## src/tdmf_pkg.sv

```systemverilog
package tdmf_pkg;

    localparam int ANCHOR_COUNT_DEF  = 4;
    localparam int HISTORY_DEPTH_DEF = 30;

    localparam int ANCHOR_W   = 2;
    localparam int TIME_W     = 32;
    localparam int SCALE_W    = 16;
    localparam int DIST_W     = 20;
    localparam int CNT_OUT_W  = 5;
    localparam int CFG_IDX_W  = 2;
    localparam int CFG_DATA_W = 20;

    localparam logic [CFG_IDX_W-1:0] REG_SCALE = 2'd0;
    localparam logic [CFG_IDX_W-1:0] REG_MIN   = 2'd1;
    localparam logic [CFG_IDX_W-1:0] REG_MAX   = 2'd2;

    localparam logic [SCALE_W-1:0] SCALE_RST = 16'd30748;
    localparam logic [DIST_W-1:0]  MIN_RST   = 20'd0;
    localparam logic [DIST_W-1:0]  MAX_RST   = 20'd16000;

    localparam logic [CNT_OUT_W-1:0] COUNT_MAX = 5'd31;

    typedef logic [DIST_W-1:0] t_dist;

    // control word from the sequencer to the rank counter
    typedef struct packed {
        logic clr;
        logic load_key;
        logic sample_en;
    } t_rank_ctl;

endpackage

```

## src/tdmf_ram.sv

```systemverilog
module tdmf_ram #(
    parameter int WIDTH = 20,
    parameter int DEPTH = 120,
    parameter int AW    = $clog2(DEPTH)
) (
    input  logic             i_clk,
    input  logic             i_we,
    input  logic [AW-1:0]    i_waddr,
    input  logic [WIDTH-1:0] i_wdata,
    input  logic [AW-1:0]    i_raddr,
    output logic [WIDTH-1:0] o_rdata
);

    logic [WIDTH-1:0] r_mem [DEPTH];
    logic [WIDTH-1:0] r_rdata;

    always_ff @(posedge i_clk) begin
        if (i_we) begin
            r_mem[i_waddr] <= i_wdata;
        end
        r_rdata <= r_mem[i_raddr];
    end

    assign o_rdata = r_rdata;

endmodule

```

## src/tdmf_range.sv

```systemverilog
module tdmf_range (
    input  logic                          i_clk,
    input  logic                          i_rst_n,
    input  logic                          i_start,
    input  logic [tdmf_pkg::TIME_W-1:0]   i_round_a,
    input  logic [tdmf_pkg::TIME_W-1:0]   i_reply_a,
    input  logic [tdmf_pkg::TIME_W-1:0]   i_round_b,
    input  logic [tdmf_pkg::TIME_W-1:0]   i_reply_b,
    input  logic [tdmf_pkg::SCALE_W-1:0]  i_scale,
    output logic                          o_done,
    output tdmf_pkg::t_dist               o_dist
);
    import tdmf_pkg::*;

    localparam int DIFF_W = TIME_W + 1;
    localparam int SUM_W  = TIME_W + 3;
    localparam int T_W    = TIME_W - 1;
    localparam int PROD_W = T_W + SCALE_W;

    logic [3:0]        r_v;
    logic [DIFF_W-1:0] r_s1, r_s2, r_s3;
    logic [SUM_W-1:0]  r_sum;
    logic              r_pos;
    logic [PROD_W-1:0] r_prod;
    t_dist             r_dist;

    always_ff @(posedge i_clk) begin
        if (!i_rst_n) begin
            r_v <= '0;
        end else begin
            r_v <= {r_v[2:0], i_start};
        end
    end

    always_ff @(posedge i_clk) begin
        // stage 0: the three interval differences
        r_s1 <= {i_round_a[TIME_W-1], i_round_a} - {i_reply_b[TIME_W-1], i_reply_b};
        r_s2 <= {i_round_b[TIME_W-1], i_round_b} - {i_reply_a[TIME_W-1], i_reply_a};
        r_s3 <= {i_reply_a[TIME_W-1], i_reply_a} - {i_reply_b[TIME_W-1], i_reply_b};
        // stage 1: combined ranging time, four times over
        r_sum <= {{2{r_s1[DIFF_W-1]}}, r_s1} + {{2{r_s2[DIFF_W-1]}}, r_s2}
               - {{2{r_s3[DIFF_W-1]}}, r_s3};
        // stage 2: time > 0 exactly when sum >= 4; positive sum stays below 2^33
        r_pos  <= !r_sum[SUM_W-1] && (r_sum[SUM_W-1:2] != '0);
        r_prod <= PROD_W'(r_sum[TIME_W:2]) * PROD_W'(i_scale);
        // stage 3: drop 12 fraction bits and saturate
        if (!r_pos) begin
            r_dist <= '0;
        end else if (r_prod[PROD_W-1:DIST_W+12] != '0) begin
            r_dist <= '1;
        end else begin
            r_dist <= r_prod[DIST_W+11:12];
        end
    end

    assign o_done = r_v[3];
    assign o_dist = r_dist;

    a_one_in_flight: assert property (@(posedge i_clk) disable iff (!i_rst_n)
        $onehot0(r_v))
        else $error("range pipeline holds more than one word");

endmodule

```

## src/tdmf_rank.sv

```systemverilog
module tdmf_rank #(
    parameter int CNT_W = 5
) (
    input  logic                i_clk,
    input  logic                i_rst_n,
    input  tdmf_pkg::t_rank_ctl i_ctl,
    input  tdmf_pkg::t_dist     i_key,
    input  tdmf_pkg::t_dist     i_data,
    input  tdmf_pkg::t_dist     i_min,
    input  tdmf_pkg::t_dist     i_max,
    output logic                o_in_win,
    output tdmf_pkg::t_dist     o_key,
    output logic [CNT_W-1:0]    o_lt,
    output logic [CNT_W-1:0]    o_le
);
    import tdmf_pkg::*;

    t_dist            r_key;
    logic [CNT_W-1:0] r_lt, r_le;

    assign o_in_win = (i_data >= i_min) && (i_data <= i_max);

    always_ff @(posedge i_clk) begin
        if (!i_rst_n) begin
            r_lt <= '0;
            r_le <= '0;
        end else if (i_ctl.clr) begin
            r_lt <= '0;
            r_le <= '0;
        end else if (i_ctl.sample_en && o_in_win) begin
            if (i_data < r_key) begin
                r_lt <= r_lt + CNT_W'(1);
            end
            if (i_data <= r_key) begin
                r_le <= r_le + CNT_W'(1);
            end
        end
    end

    always_ff @(posedge i_clk) begin
        if (i_ctl.load_key) begin
            r_key <= i_key;
        end
    end

    assign o_key = r_key;
    assign o_lt  = r_lt;
    assign o_le  = r_le;

    a_le_covers_lt: assert property (@(posedge i_clk) disable iff (!i_rst_n)
        r_le >= r_lt)
        else $error("rank counts out of order");

endmodule

```

## src/twr_distance_median_filter.sv

```systemverilog
// Two-way ranging distance with a per-anchor sliding median.
// Input channel (i_valid/o_ready): one word per ranging exchange, anchor
// index plus four signed intervals. Output channel (o_valid/i_ready): anchor,
// raw distance, median of the anchor's in-window history and the count.
// Config: i_cfg_we writes i_cfg_data into register i_cfg_idx at once
// (0 scale, 1 window low, 2 window high); change it only while idle.
// Sequence: the distance pipe, a history write, then a counting sweep over
// the anchor's history, then per history entry a fetch plus another sweep
// when it lies in the window. The run time per word is set by the single
// read port of the history RAM feeding one compare unit.
// o_ready is high only while the sequencer is idle. The result sits in an
// output register; a stalled receiver does not block acceptance of the next
// input word, but that word finishes only once the earlier result is taken.
// Reset (synchronous, active low) restores the register defaults and
// empties every history through per-anchor fill counts; no clearing pass.
module twr_distance_median_filter #(
    parameter int ANCHOR_COUNT  = tdmf_pkg::ANCHOR_COUNT_DEF,
    parameter int HISTORY_DEPTH = tdmf_pkg::HISTORY_DEPTH_DEF
) (
    input  logic                              i_clk,
    input  logic                              i_rst_n,
    input  logic                              i_cfg_we,
    input  logic [tdmf_pkg::CFG_IDX_W-1:0]    i_cfg_idx,
    input  logic [tdmf_pkg::CFG_DATA_W-1:0]   i_cfg_data,
    input  logic                              i_valid,
    output logic                              o_ready,
    input  logic [tdmf_pkg::ANCHOR_W-1:0]     i_anchor_index,
    input  logic signed [tdmf_pkg::TIME_W-1:0] i_round_a,
    input  logic signed [tdmf_pkg::TIME_W-1:0] i_reply_a,
    input  logic signed [tdmf_pkg::TIME_W-1:0] i_round_b,
    input  logic signed [tdmf_pkg::TIME_W-1:0] i_reply_b,
    output logic                              o_valid,
    input  logic                              i_ready,
    output logic [tdmf_pkg::ANCHOR_W-1:0]     o_anchor_out,
    output logic [tdmf_pkg::DIST_W-1:0]       o_raw_distance,
    output logic [tdmf_pkg::DIST_W-1:0]       o_median_dist,
    output logic [tdmf_pkg::CNT_OUT_W-1:0]    o_win_count
);
    import tdmf_pkg::*;

    localparam int MEM_DEPTH = ANCHOR_COUNT * HISTORY_DEPTH;
    localparam int ADDR_W    = $clog2(MEM_DEPTH);
    localparam int IDX_W     = $clog2(HISTORY_DEPTH);
    localparam int CNT_W     = $clog2(HISTORY_DEPTH + 1);
    localparam int AIDX_W    = (ANCHOR_COUNT > 1) ? $clog2(ANCHOR_COUNT) : 1;
    localparam int AEXT_W    = (AIDX_W > ANCHOR_W) ? AIDX_W : ANCHOR_W;
    localparam int CEXT_W    = (CNT_W > CNT_OUT_W) ? CNT_W : CNT_OUT_W;
    localparam logic [IDX_W-1:0] LAST_IDX  = IDX_W'(HISTORY_DEPTH - 1);
    localparam logic [CNT_W-1:0] DEPTH_CNT = CNT_W'(HISTORY_DEPTH);

    typedef enum logic [3:0] {
        S_IDLE, S_DIST, S_WRITE, S_SWEEP, S_DRAIN, S_EVAL, S_KEY_RD, S_KEY_LD, S_FIN
    } t_state;

    t_state              r_state;
    logic [SCALE_W-1:0]  r_scale;
    t_dist               r_min, r_max;
    logic [ANCHOR_W-1:0] r_anchor;
    logic [AIDX_W-1:0]   r_aidx;
    logic                r_in_range;
    logic [ADDR_W-1:0]   r_base;
    t_dist               r_raw;
    logic [IDX_W-1:0]    r_wp   [ANCHOR_COUNT];
    logic [CNT_W-1:0]    r_fill [ANCHOR_COUNT];
    logic [IDX_W-1:0]    r_i, r_j, r_pend_idx;
    logic                r_pend;
    logic                r_counting;
    logic [CNT_W-1:0]    r_n;
    t_dist               r_lo, r_hi;
    logic                r_out_valid;
    logic [ANCHOR_W-1:0] r_out_anchor;
    t_dist               r_out_raw, r_out_filt;
    logic [CNT_OUT_W-1:0] r_out_cnt;

    logic              accept;
    logic [AEXT_W-1:0] anchor_ext;
    logic              rng_done;
    t_dist             rng_dist;
    logic              ram_we;
    logic [ADDR_W-1:0] ram_waddr, ram_raddr;
    t_dist             ram_q, q_m;
    logic [IDX_W-1:0]  mask_idx;
    t_rank_ctl         rank_ctl;
    t_dist             rank_key_in, rank_key;
    logic              in_win;
    logic [CNT_W-1:0]  lt, le;
    logic [CNT_W-1:0]  k_lo, k_hi;
    logic [DIST_W:0]   mid_sum;
    logic [CEXT_W-1:0] n_ext;

    assign o_ready    = (r_state == S_IDLE);
    assign accept     = i_valid && o_ready;
    assign anchor_ext = AEXT_W'(i_anchor_index);

    tdmf_range u_range (
        .i_clk     (i_clk),
        .i_rst_n   (i_rst_n),
        .i_start   (accept),
        .i_round_a (i_round_a),
        .i_reply_a (i_reply_a),
        .i_round_b (i_round_b),
        .i_reply_b (i_reply_b),
        .i_scale   (r_scale),
        .o_done    (rng_done),
        .o_dist    (rng_dist)
    );

    assign ram_we    = (r_state == S_WRITE);
    assign ram_waddr = r_base + ADDR_W'(r_wp[r_aidx]);
    assign ram_raddr = r_base + ADDR_W'((r_state == S_KEY_RD) ? r_i : r_j);

    tdmf_ram #(
        .WIDTH (DIST_W),
        .DEPTH (MEM_DEPTH)
    ) u_hist (
        .i_clk   (i_clk),
        .i_we    (ram_we),
        .i_waddr (ram_waddr),
        .i_wdata (r_raw),
        .i_raddr (ram_raddr),
        .o_rdata (ram_q)
    );

    // entries past the fill count were never written since reset: read as zero
    assign mask_idx = (r_state == S_KEY_LD) ? r_i : r_pend_idx;
    assign q_m      = (CNT_W'(mask_idx) < r_fill[r_aidx]) ? ram_q : '0;

    always_comb begin
        rank_ctl    = '0;
        rank_key_in = q_m;
        case (r_state)
            S_WRITE: begin
                // all-ones key: le counts every in-window entry
                rank_ctl.clr      = 1'b1;
                rank_ctl.load_key = 1'b1;
                rank_key_in       = '1;
            end
            S_KEY_LD: begin
                rank_ctl.clr      = in_win;
                rank_ctl.load_key = in_win;
            end
            default: begin
            end
        endcase
        rank_ctl.sample_en = r_pend;
    end

    tdmf_rank #(
        .CNT_W (CNT_W)
    ) u_rank (
        .i_clk    (i_clk),
        .i_rst_n  (i_rst_n),
        .i_ctl    (rank_ctl),
        .i_key    (rank_key_in),
        .i_data   (q_m),
        .i_min    (r_min),
        .i_max    (r_max),
        .o_in_win (in_win),
        .o_key    (rank_key),
        .o_lt     (lt),
        .o_le     (le)
    );

    assign k_lo    = (r_n - CNT_W'(1)) >> 1;
    assign k_hi    = r_n >> 1;
    assign mid_sum = {1'b0, r_lo} + {1'b0, r_hi};
    assign n_ext   = CEXT_W'(r_n);

    always_ff @(posedge i_clk) begin
        if (!i_rst_n) begin
            r_scale <= SCALE_RST;
            r_min   <= MIN_RST;
            r_max   <= MAX_RST;
        end else if (i_cfg_we) begin
            case (i_cfg_idx)
                REG_SCALE: r_scale <= i_cfg_data[SCALE_W-1:0];
                REG_MIN:   r_min   <= i_cfg_data[DIST_W-1:0];
                REG_MAX:   r_max   <= i_cfg_data[DIST_W-1:0];
                default: begin
                end
            endcase
        end
    end

    always_ff @(posedge i_clk) begin
        if (!i_rst_n) begin
            r_state     <= S_IDLE;
            r_pend      <= 1'b0;
            r_out_valid <= 1'b0;
            for (int a = 0; a < ANCHOR_COUNT; a++) begin
                r_wp[a]   <= '0;
                r_fill[a] <= '0;
            end
        end else begin
            // S_FIN reloads the output register on its own
            if (r_out_valid && i_ready && (r_state != S_FIN)) begin
                r_out_valid <= 1'b0;
            end
            r_pend     <= (r_state == S_SWEEP);
            r_pend_idx <= r_j;
            case (r_state)
                S_IDLE: begin
                    if (accept) begin
                        r_anchor   <= i_anchor_index;
                        r_aidx     <= anchor_ext[AIDX_W-1:0];
                        r_in_range <= (32'(i_anchor_index) < ANCHOR_COUNT);
                        r_n        <= '0;
                        r_lo       <= '0;
                        r_hi       <= '0;
                        r_state    <= S_DIST;
                    end
                end
                S_DIST: begin
                    r_base <= ADDR_W'(32'(r_aidx) * HISTORY_DEPTH);
                    if (rng_done) begin
                        r_raw   <= rng_dist;
                        r_state <= r_in_range ? S_WRITE : S_FIN;
                    end
                end
                S_WRITE: begin
                    r_wp[r_aidx] <= (r_wp[r_aidx] == LAST_IDX) ? '0
                                                              : r_wp[r_aidx] + IDX_W'(1);
                    if (r_fill[r_aidx] != DEPTH_CNT) begin
                        r_fill[r_aidx] <= r_fill[r_aidx] + CNT_W'(1);
                    end
                    r_j        <= '0;
                    r_counting <= 1'b1;
                    r_state    <= S_SWEEP;
                end
                S_SWEEP: begin
                    if (r_j == LAST_IDX) begin
                        r_state <= S_DRAIN;
                    end else begin
                        r_j <= r_j + IDX_W'(1);
                    end
                end
                S_DRAIN: begin
                    r_state <= S_EVAL;
                end
                S_EVAL: begin
                    if (r_counting) begin
                        r_n        <= le;
                        r_counting <= 1'b0;
                        r_i        <= '0;
                        r_state    <= (le == '0) ? S_FIN : S_KEY_RD;
                    end else begin
                        // key holds rank positions lt .. le-1 of the sorted window
                        if (lt <= k_lo && k_lo < le) begin
                            r_lo <= rank_key;
                        end
                        if (lt <= k_hi && k_hi < le) begin
                            r_hi <= rank_key;
                        end
                        if (r_i == LAST_IDX) begin
                            r_state <= S_FIN;
                        end else begin
                            r_i     <= r_i + IDX_W'(1);
                            r_state <= S_KEY_RD;
                        end
                    end
                end
                S_KEY_RD: begin
                    r_state <= S_KEY_LD;
                end
                S_KEY_LD: begin
                    if (in_win) begin
                        r_j     <= '0;
                        r_state <= S_SWEEP;
                    end else if (r_i == LAST_IDX) begin
                        r_state <= S_FIN;
                    end else begin
                        r_i     <= r_i + IDX_W'(1);
                        r_state <= S_KEY_RD;
                    end
                end
                S_FIN: begin
                    if (!r_out_valid || i_ready) begin
                        r_out_valid  <= 1'b1;
                        r_out_anchor <= r_anchor;
                        r_out_raw    <= r_raw;
                        r_out_filt   <= mid_sum[DIST_W:1];
                        r_out_cnt    <= (n_ext > CEXT_W'(COUNT_MAX)) ? COUNT_MAX
                                                                     : n_ext[CNT_OUT_W-1:0];
                        r_state      <= S_IDLE;
                    end
                end
                default: begin
                    r_state <= S_IDLE;
                end
            endcase
        end
    end

    assign o_valid        = r_out_valid;
    assign o_anchor_out   = r_out_anchor;
    assign o_raw_distance = r_out_raw;
    assign o_median_dist  = r_out_filt;
    assign o_win_count    = r_out_cnt;

    a_count_bound: assert property (@(posedge i_clk) disable iff (!i_rst_n)
        o_valid |-> CEXT_W'(o_win_count) <= CEXT_W'(HISTORY_DEPTH))
        else $error("window count exceeds history depth");

    a_empty_gives_zero: assert property (@(posedge i_clk) disable iff (!i_rst_n)
        (o_valid && o_win_count == '0) |-> o_median_dist == '0)
        else $error("median reported with empty window");

    a_wp_bound: assert property (@(posedge i_clk) disable iff (!i_rst_n)
        (r_state != S_IDLE && r_in_range) |-> r_wp[r_aidx] <= LAST_IDX)
        else $error("write pointer past ring end");

    a_fill_bound: assert property (@(posedge i_clk) disable iff (!i_rst_n)
        (r_state != S_IDLE && r_in_range) |-> r_fill[r_aidx] <= DEPTH_CNT)
        else $error("fill count past ring depth");

endmodule
```

## config.mk

```make
export PLATFORM = sky130hd
export DESIGN_NAME = twr_distance_median_filter
export DESIGN_NICKNAME = d
export VERILOG_FILES = /design/src/tdmf_pkg.sv /design/src/tdmf_ram.sv /design/src/tdmf_range.sv /design/src/tdmf_rank.sv /design/src/twr_distance_median_filter.sv
export SDC_FILE = /design/constraint.sdc
export NUM_CORES = 2
export LEC_CHECK = 0
export BUFFER_PORTS_ARGS = -buffer_cell sky130_fd_sc_hd__buf_2
export CAP_MARGIN = 30
export CORE_MARGIN = 4
export CORE_UTILIZATION = 50
export CTS_CLUSTER_DIAMETER = 120
export DETAILED_ROUTE_END_ITERATION = 10
export PLACE_DENSITY = 0.73
export SKIP_LAST_GASP = 1
export SLEW_MARGIN = 20
export SYNTH_ARGS = -nofsm -noshare
export SYNTH_HDL_FRONTEND = slang
export SYNTH_SLANG_ARGS = --single-unit
```

## constraint.sdc

```tcl
create_clock -name i_clk -period 10.19 [get_ports i_clk]
set_input_delay 2.038 -clock i_clk [delete_from_list [all_inputs] [get_ports i_clk]]
set_output_delay 2.038 -clock i_clk [all_outputs]
set_load 0.02 [all_outputs]
```

==> impl_metrics.json <==
{
  "drc": 0,
  "cts_resized": 0,
  "coreArea_um2": 263200,
  "fp.dieH_um": 523.1,
  "holdBufCountCts": 0,
  "synthArstFlopShare": 0,
  "cp-end-kind": "flip-flop",
  "io_pins": 206,
  "die-area_um2": 273600,
  "synth_seq_cells": 2881,
  "vias": 74480,
  "grt_max_degree": 132,
  "clockBufferDepth": 4,
  "syn_area_per_cell_um2": 16.25,
  "layout.nets": 9505,
  "place.port_buffers": 205,
  "arrival_ns": 7.84,
  "post_cts_buffers": 0,
  "max_stage_delay_ns": 0.78,
  "synthToLayoutAreaGrowth_pct": 12.33,
  "drv_cap": 0,
  "crit_chain": "nand2_1, fa_1, inv_1, fa_1, inv_1, fa_1, inv_1, fa_1, fa_1, inv_1, fa_1, inv_1, ha_1, a2111oi_0, o21ai_0, o21ai_0, nand2_1, a21oi_1, o31ai_1, a21oi_1, o21ai_0, a211o_1",
  "h-tree-depth": 5,
  "final_common_cell": "edfxtp_1",
  "crit_fanout": 17,
  "rsz0062_at_grt": "no",
  "final_layout_size_suffix_gt1_frac": 0.1985,
  "cts_buffers": 306,
  "crit_required_ns": 10.92,
  "fmax_mhz": 140.6,
  "setup_viol": 0,
  "layout_common_cells": "edfxtp_1, mux4_2, inv_1, nand2_1, fa_1",
  "seq_area_frac_synth": 0.6306,
  "antenna_found_initial": 30,
  "cp_slowest_cell": "dfxtp_1",
  "ys_warn_count": 0,
  "fill_cells": 19520,
  "clockRootBuffer": "clkbuf_16",
  "grt.total_usage": 0.2440,
  "startpoint_type": "flip-flop",
  "final_antenna_net_count": 0,
  "clock_latency_ns": 0.98,
  "synthesis.nets": 9127,
  "ys.flop_type": "edfxtp_1",
  "status": "finished clean",
  "finalCriticalPeriod_ns": 7.114,
  "die_x_um": 523.1,
  "initial_utilization": 0.5039,
  "tns_ns": 0,
  "synthTopCellsByArea": "edfxtp_1, mux4_2, fa_1",
  "cts_tree": "built",
  "synth_top_cell_by_area": "edfxtp_1",
  "path_class": "flip-flop to flip-flop",
  "gp_congestion": 0.8878,
  "grt_remaining_overflow": 0,
  "netlist.area_leader.share": 0.5875,
  "cp_common_cell": "fa_1",
  "grt_first_pass_wirelength_um": 496100,
  "initialDrtViolationCount": 8753,
  "wl_per_cell_um": 27.35,
  "max_slew_margin": 0.3027,
  "finalHoldViolCount": 0,
  "ys_types": 74,
  "hpwl_um": 206900,
  "drtPass1Iterations": 6,
  "slew_viol_final": 0,
  "post-route-period-util": 0.6981,
  "vias_per_cell": 6.057,
  "synth_edf_count": 2595,
  "synthesis.area_um2": 132600,
  "synth_cells": 8162,
  "clock_skew_ns": 0.1397,
  "clk_pin_slew_ns": 0.06,
  "grt_pass1_vias": 76390,
  "wl_um": 336300,
  "num_rows": 188,
  "worstHoldPathType": "flip-flop to flip-flop",
  "worstMarginPinSlew_ns": 1.046,
  "cts_sinks": 2881
}
-- registers in the layout (all words and copies together), names as in the netlist, 33 cells and up, named ones only --
| signal | flops |
|---|---|
| u_range.r_s3 | 33 |
| u_range.r_prod | 35 |
| u_hist.r_mem | 2400 |
| u_range.r_s2 | 33 |
| u_range.r_s1 | 33 |
| u_range.r_sum | 33 |
-- layout make-up --
cell class	instances	area, µm²	share of cell area
multi-input combinational	4244	45630	0.3062
tap	3515	4398	0.02952
clock inverter	144	1421	0.009539
inverter	696	2613	0.01753
clock buffer	383	8195	0.05500
timing repair buffer	411	3035	0.02037
sequential	2881	83650	0.5614
antenna	22	55.05	0.0003695
-- path summary, 6_finish.rpt --
check | start | endpoint | slack (ns) | cells past startpoint
min reg2reg | u_range.o_dist[9] | r_raw[9] | 0.38 | 0
max | u_range.r_sum[9] | u_range.r_prod[43] | 3.08 | 22
min | u_range.o_dist[9] | r_raw[9] | 0.38 | 0
max reg2reg | u_range.r_sum[9] | u_range.r_prod[43] | 3.08 | 22
-- per-layer routing --
metal  part of all wire  vias up  wire length, µm  global-route usage
li1                   -    31420                -                   -
met4              0.049        2            16390              0.1065
met1               0.37    38380           124600              0.3244
met3              0.086      766            28980             0.04019
met2               0.49     3911           166200              0.4009
met5            0.00023        -               77                   0
-- per-stage QoR --
stage | std cells | hold WS, ns | instance area (µm²) | worst slack (ns) | utilization
4_1_cts | 12260 | 0.3823 | 148700 | 2.982 | 0.5648
3_5_place_dp | 11730 | 0.3887 | 139000 | 3.007 | 0.5283
6_report | 12300 | 0.3777 | 149000 | 3.076 | 0.5661
5_1_grt | 12290 | 0.3957 | 149000 | 2.555 | 0.5660
2_1_floorplan | 8162 | 0.3682 | 132600 | 4.072 | -
3_3_place_gp | 11720 | 0.3916 | 138700 | 2.846 | 0.5270
-- critical path: cells and delay by family, from the launching register on --
family / cells / cell delay, ns
simple gates: 2 / 0.28
buf+inv: 5 / 0.27
fa+ha+maj: 7 / 3.36
compound gates: 8 / 2.28
flops: 1 / 0.78
-- logic make-up after synthesis --
family,synth area share
xor gates and xnor gates,0.01347
DFF,0.6306
and+or+nand+nor,0.05657
adders and majority gates,0.09942
muxes,0.1296
buffers and inverters,0.03031
AOI/OAI and AO/OA,0.03998
-- synth_stat cells, types with 6 or more instances --
library cell	instances
mux2i_1	44
xnor2_1	130
nor3_1	54
nor2_1	343
a41o_1	6
clkbuf_1	259
and3_1	34
o21ai_0	106
nor2b_1	41
a21oi_1	296
ha_1	398
fa_1	410
mux4_2	738
mux2_2	10
and4_1	8
xor2_1	74
or2_2	11
a221oi_1	8
o31ai_1	14
o311ai_0	8
buf_2	57
o21a_1	60
a21boi_0	18
o21bai_1	29
nand2b_1	35
nand3_1	63
nand4_1	35
dfxtp_1	286
nand2_1	659
or3_1	16
inv_1	694
a21o_1	119
buf_1	13
or4_1	24
a41oi_1	9
edfxtp_1	2595
nor4_1	21
a31oi_1	27
and2_1	251
a211oi_1	44
buf_4	9
o211ai_1	24
o22ai_1	7
Power is left out: the tool's default activity adds up to more than one toggle a clock period on the data nets, which glitch-free logic cannot reach.
